--- config.mk ---
export PLATFORM = sky130hd
export DESIGN_NAME = lrx_coord
export DESIGN_NICKNAME = d
export VERILOG_FILES = /design/src/hw/rtl/lrx_pkg.sv /design/src/hw/rtl/lrx_coord.sv
export SDC_FILE = /design/constraint.sdc
export NUM_CORES = 2
export LEC_CHECK = 0
export BUFFER_PORTS_ARGS = -buffer_cell sky130_fd_sc_hd__buf_2
export CORE_MARGIN = 1.5
export CORE_UTILIZATION = 59
export CTS_CLUSTER_SIZE = 25
export DETAILED_ROUTE_END_ITERATION = 6
export PLACE_DENSITY = 0.88
export SLEW_MARGIN = 15
export SYNTH_ARGS = -nofsm -noshare
export SYNTH_HDL_FRONTEND = slang
export SYNTH_SLANG_ARGS = --single-unit
export TNS_END_PERCENT = 5
--- constraint.sdc ---
create_clock -name aclk -period 7.4 [get_ports aclk]
set_input_delay 0.74 -clock aclk [delete_from_list [all_inputs] [get_ports aclk]]
set_output_delay 0.74 -clock aclk [all_outputs]
set_load 0.02 [all_outputs]
--- src/hw/rtl/lrx_pkg.sv ---
`timescale 1ns / 1ps
// Shared widths, request and component codes for the lidar point projection block.
package lrx_pkg;

    localparam int MAX_ROWS    = 64;
    localparam int MAX_COLUMNS = 2048;
    localparam int TABLE_DEPTH = MAX_ROWS * MAX_COLUMNS;
    localparam int ADDR_W      = $clog2(TABLE_DEPTH);

    localparam int REQ_W     = 2;
    localparam int ROW_W     = 6;
    localparam int COL_W     = 11;
    localparam int COMP_W    = 3;
    localparam int TVAL_W    = 37;
    localparam int SHIFT_W   = 12;
    localparam int RANGE_W   = 20;
    localparam int CHAN_W    = 16;
    localparam int TIME_W    = 64;
    localparam int DIR_W     = 32;
    localparam int OFS_W     = 37;
    localparam int COORD_W   = 38;
    localparam int REL_W     = 32;
    localparam int WIDTH_W   = 12;
    localparam int NUM_AXES  = 3;

    localparam int S_TDATA_W = 272;
    localparam int S_TUSER_W = REQ_W;
    localparam int M_TDATA_W = 232;

    // rounding of the Q1.30 product down to 16 fractional bits
    localparam int FRAC_DROP = 14;

    localparam int CFG_ADDR_W = 1;
    localparam int CFG_DATA_W = WIDTH_W;

    localparam logic [CFG_ADDR_W-1:0] CFG_DESTAGGER_EN = 1'd0;
    localparam logic [CFG_ADDR_W-1:0] CFG_COLUMNS      = 1'd1;

    localparam logic [WIDTH_W-1:0] COLUMNS_RESET = 12'd1024;

    localparam logic [REQ_W-1:0] REQ_TABLE = 2'd0;
    localparam logic [REQ_W-1:0] REQ_SHIFT = 2'd1;
    localparam logic [REQ_W-1:0] REQ_PIXEL = 2'd2;

    localparam logic [COMP_W-1:0] COMP_DIR_X = 3'd0;
    localparam logic [COMP_W-1:0] COMP_OFS_X = 3'd3;

endpackage

--- src/hw/rtl/lrx_coord.sv ---
`timescale 1ns / 1ps
// One coordinate lane: range times direction, rounded, plus offset, saturated.
module lrx_coord (
    input  logic                                aclk,
    input  logic                                pipe_en,
    input  logic [lrx_pkg::RANGE_W-1:0]         range_i,
    input  logic signed [lrx_pkg::DIR_W-1:0]    dir_i,
    input  logic signed [lrx_pkg::OFS_W-1:0]    ofs_i,
    output logic signed [lrx_pkg::COORD_W-1:0]  coord_o
);
    import lrx_pkg::*;

    localparam int PROD_W = RANGE_W + 1 + DIR_W;
    localparam int RND_W  = PROD_W - FRAC_DROP;
    localparam int SUM_W  = RND_W + 1;

    localparam logic signed [PROD_W-1:0] HALF_LSB = PROD_W'(1) <<< (FRAC_DROP - 1);
    localparam logic signed [COORD_W-1:0] COORD_MAX = {1'b0, {(COORD_W-1){1'b1}}};
    localparam logic signed [COORD_W-1:0] COORD_MIN = {1'b1, {(COORD_W-1){1'b0}}};

    logic signed [PROD_W-1:0]  prod_reg;
    logic signed [OFS_W-1:0]   ofs_d1_reg;
    logic signed [OFS_W-1:0]   ofs_d2_reg;
    logic signed [RND_W-1:0]   rnd_reg;
    logic signed [RND_W-1:0]   rnd_next;
    logic signed [PROD_W-1:0]  prod_biased;
    logic signed [SUM_W-1:0]   sum;
    logic signed [COORD_W-1:0] coord_next;
    logic signed [COORD_W-1:0] coord_reg;

    always_comb begin
        prod_biased = prod_reg + HALF_LSB;
        rnd_next    = prod_biased[PROD_W-1:FRAC_DROP];
    end

    always_comb begin
        sum = SUM_W'(rnd_reg) + SUM_W'(ofs_d2_reg);
        // clamp to the coordinate range when the top bits disagree
        if (sum[SUM_W-1:COORD_W-1] == '0 || sum[SUM_W-1:COORD_W-1] == '1) begin
            coord_next = sum[COORD_W-1:0];
        end else if (sum[SUM_W-1]) begin
            coord_next = COORD_MIN;
        end else begin
            coord_next = COORD_MAX;
        end
    end

    always_ff @(posedge aclk) begin
        if (pipe_en) begin
            prod_reg   <= $signed({1'b0, range_i}) * dir_i;
            ofs_d1_reg <= ofs_i;
            rnd_reg    <= rnd_next;
            ofs_d2_reg <= ofs_d1_reg;
            coord_reg  <= coord_next;
        end
    end

    assign coord_o = coord_reg;

endmodule

==> flow_metrics.env <==
export IMPL_first_iter_violations=1445
export IMPL_final_cell_mix="inv_1, fa_1, and2_1, nand2_1, edfxtp_1"
export IMPL_hold_violations=0
export IMPL_coreArea_um2=51600
export IMPL_wl_mm=71.4
export IMPL_fmax_mhz=138
export IMPL_yosys_warnings=0
export IMPL_rr_endpoint="coord_o[3]"
export IMPL_h_tree_depth=4
export IMPL_max_cap_violations=0
export IMPL_multiInputGateArea_um2=22400
export IMPL_dp_hpwl_mm=61.1
export IMPL_grt_max_degree=105
export IMPL_io_pins=129
export IMPL_area_growth_pct=9.11
export IMPL_cts_tree="built"
export IMPL_ys_ff_latch=191
export IMPL_r2r_cells=11
export IMPL_synth_seq_area_share_pct=18.5
export IMPL_synth_edff_count=191
export IMPL_place_inst=3824
export IMPL_synth_cell_types=61
export IMPL_slew_headroom_pct=30.7
export IMPL_r2r_slack_ns=3.29
export IMPL_cts_sinks=191
export IMPL_dpl_instance_area_um2=33100
export IMPL_drive_gt1_share_pct=11.6
export IMPL_use_met2_pct=45.1
export IMPL_wire_per_inst_um=18.5
export IMPL_die_x_um=232
export IMPL_die_h_um=232
export IMPL_tightestPinTransition_ns=1.04
export IMPL_vias=21000
export IMPL_fin_worst_skew_ns=0.0112
export IMPL_async_reset_ff_share_pct=0
export IMPL_synth_nets=3903
export IMPL_cp_required_ns=7.58
export IMPL_netlist_instances=3005
export IMPL_holdPathEnd="ofs_d2_reg[34]"
export IMPL_dr_pass1_iters=5
export IMPL_regArea_um2=5740
export IMPL_remaining_drc_errors=0
export IMPL_fin_nets=4062
export IMPL_antenna_left=0
export IMPL_grt_busiest_layer="met2"
export IMPL_worstPathArrival_ns=7.45
export IMPL_io_buffers=128
export IMPL_clk_pin_slew_ns=0.07
export IMPL_overflow=0
export IMPL_grt_pass1_wl_mm=119
export IMPL_post_drt_via_cell_ratio=5.44
export IMPL_grt_use_met3_pct=7.47
export IMPL_finalCritPeriodShare_pct=98.3
export IMPL_syn_area_um2=31000
export IMPL_holdPathStages=0
export IMPL_worstSkewPairLatency_ns=0.44
export IMPL_post_synth_main_area_contributors="fa_1, edfxtp_1, and2_1"
export IMPL_hp_class="reg -> reg"
export IMPL_rows=83
export IMPL_grt_antenna_before_repair=6
export IMPL_initial_core_util_pct=60.1
export IMPL_worst_path_max_fanout=13
export IMPL_final_cell_area_um2=33900
export IMPL_worst_setup_path_start_kind="primary input"
export IMPL_met1_usage_pct=38.6
export IMPL_syn_avg_cell_area_um2=10.3
export IMPL_gp_congestion=0.961
export IMPL_maxSlewViolCount=0
export IMPL_cts_buffers=17
export IMPL_r2r_start="ofs_d2_reg[10]"
export IMPL_synth_top_area_share_pct=41.0
export IMPL_crit_path_end_kind="register"
export IMPL_outcome="finished, final reports clean"
export IMPL_yosys_area_top_type="fa_1"
export IMPL_critical_path_class="in -> reg"
export IMPL_min_from="ofs_d1_reg[34]"
export IMPL_largest_reg_flops=40
export IMPL_cts_root_buf="clkbuf_16"
export IMPL_cts_path_max_buffers=2
export IMPL_finalCriticalPeriod_ns=7.27
export IMPL_grt_pass1_vias=22900
export IMPL_gr_usage_all_layers_pct=28.2
export IMPL_dieArea_um2=54000
export IMPL_instances_no_fill=3861
export IMPL_synthFlopType="edfxtp_1"
export IMPL_fill_cells=3794
export IMPL_final_common_cell="inv_1"
export IMPL_finalSetupViolCount=0
## cells by family (layout without fill, tap and decap cells)
group | Yosys count | after routing | share of synthesized area [%]
buffers and inverters | 778 | 950 | 9.66
xor gates and xnor gates | 120 | 120 | 3.39
DFF | 191 | 191 | 18.5
other | 0 | 4 | 0
and+or+nand+nor | 845 | 845 | 14.7
AOI/OAI and AO/OA | 264 | 264 | 5.92
adders and majority gates | 807 | 807 | 47.9
## repair_timing
| item | 4_1_cts | 5_1_grt |
|---|---|---|
| gates resized for setup | 0 | 39 |
| setup buffers | 0 | 1 |
| endpoints found under the setup margin | 0 | 19 |
| endpoints found under the hold margin | 0 | 0 |
| hold buffers | 0 | 0 |
## worst max path at each step
stage | from | to | slack [ns] | cells after the start
after floorplan | dir_i[18] | prod_reg[44] | 0.07 | 24
after global placement | dir_i[12] | prod_reg[48] | -0.30 | 24
after detailed placement | dir_i[12] | prod_reg[48] | -0.41 | 24
after CTS | range_i[4] | prod_reg[52] | 0.04 | 25
after global routing | dir_i[13] | prod_reg[44] | -0.03 | 24
final | range_i[6] | prod_reg[44] | 0.13 | 24
## per-stage QoR
stage / setup TNS, ns / worst slack (ns) / utilization, % / hold slack, ns
2_1_floorplan: 0 / 0.0713 / - / 0.400
3_3_place_gp: -3.80 / -0.304 / 64.2 / 0.402
3_5_place_dp: -6.18 / -0.414 / 64.2 / 0.405
4_1_cts: 0 / 0.0404 / 65.3 / 0.420
5_1_grt: -0.0537 / -0.0324 / 65.6 / 0.430
6_report: 0 / 0.129 / 65.6 / 0.419
## critical path, stage by stage
cell and delay, ns:
buf_2 0.18, and2_1 0.19, fa_1 0.53, inv_1 0.06, fa_1 0.52, fa_1 0.52, inv_1 0.06, fa_1 0.56
fa_1 0.44, fa_1 0.51, inv_1 0.05, fa_1 0.51, inv_1 0.07, ha_1 0.30, and3_1 0.23, a221oi_1 0.31
o21ai_1 0.22, a2111oi_4 0.43, a21oi_2 0.12, a21oi_2 0.22, o311a_4 0.23, o31a_1 0.21, o21bai_1 0.10, xor2_1 0.15
## cells in the mapped netlist, types with 18 or more instances
library cell    n
nand3_1        23
xor2_1         47
and3_1         21
and2_1        451
ha_1          172
edfxtp_1      191
nand2_1       252
a21o_1         43
xnor2_1        73
o21ai_2        28
fa_1          635
a21oi_1        65
o21ai_0        36
nor2_1         36
inv_1         637
nand4_1        18
clkbuf_1      130
## final cells by class
cell class                 count  area share (%)
antenna                        4          0.0296
clock buffer                  18            1.27
clock inverter                14           0.403
inverter                     637            7.06
multi-input combinational   2036            66.2
sequential                   191            16.9
tap                          680            2.51
timing repair buffer         281            5.61
## routing by layer
layer | share of wire (%) | vias to the layer above | routed length, um
li1 | - | 9445 | -
met2 | 47 | 812 | 33500
met1 | 41 | 10600 | 29600
met5 | 0.059 | - | 42
met4 | 1.7 | 6 | 1210
met3 | 9.9 | 99 | 7050
Power is left out: the tool's default activity adds up to more than one toggle a clock period on the data nets, which glitch-free logic cannot reach.
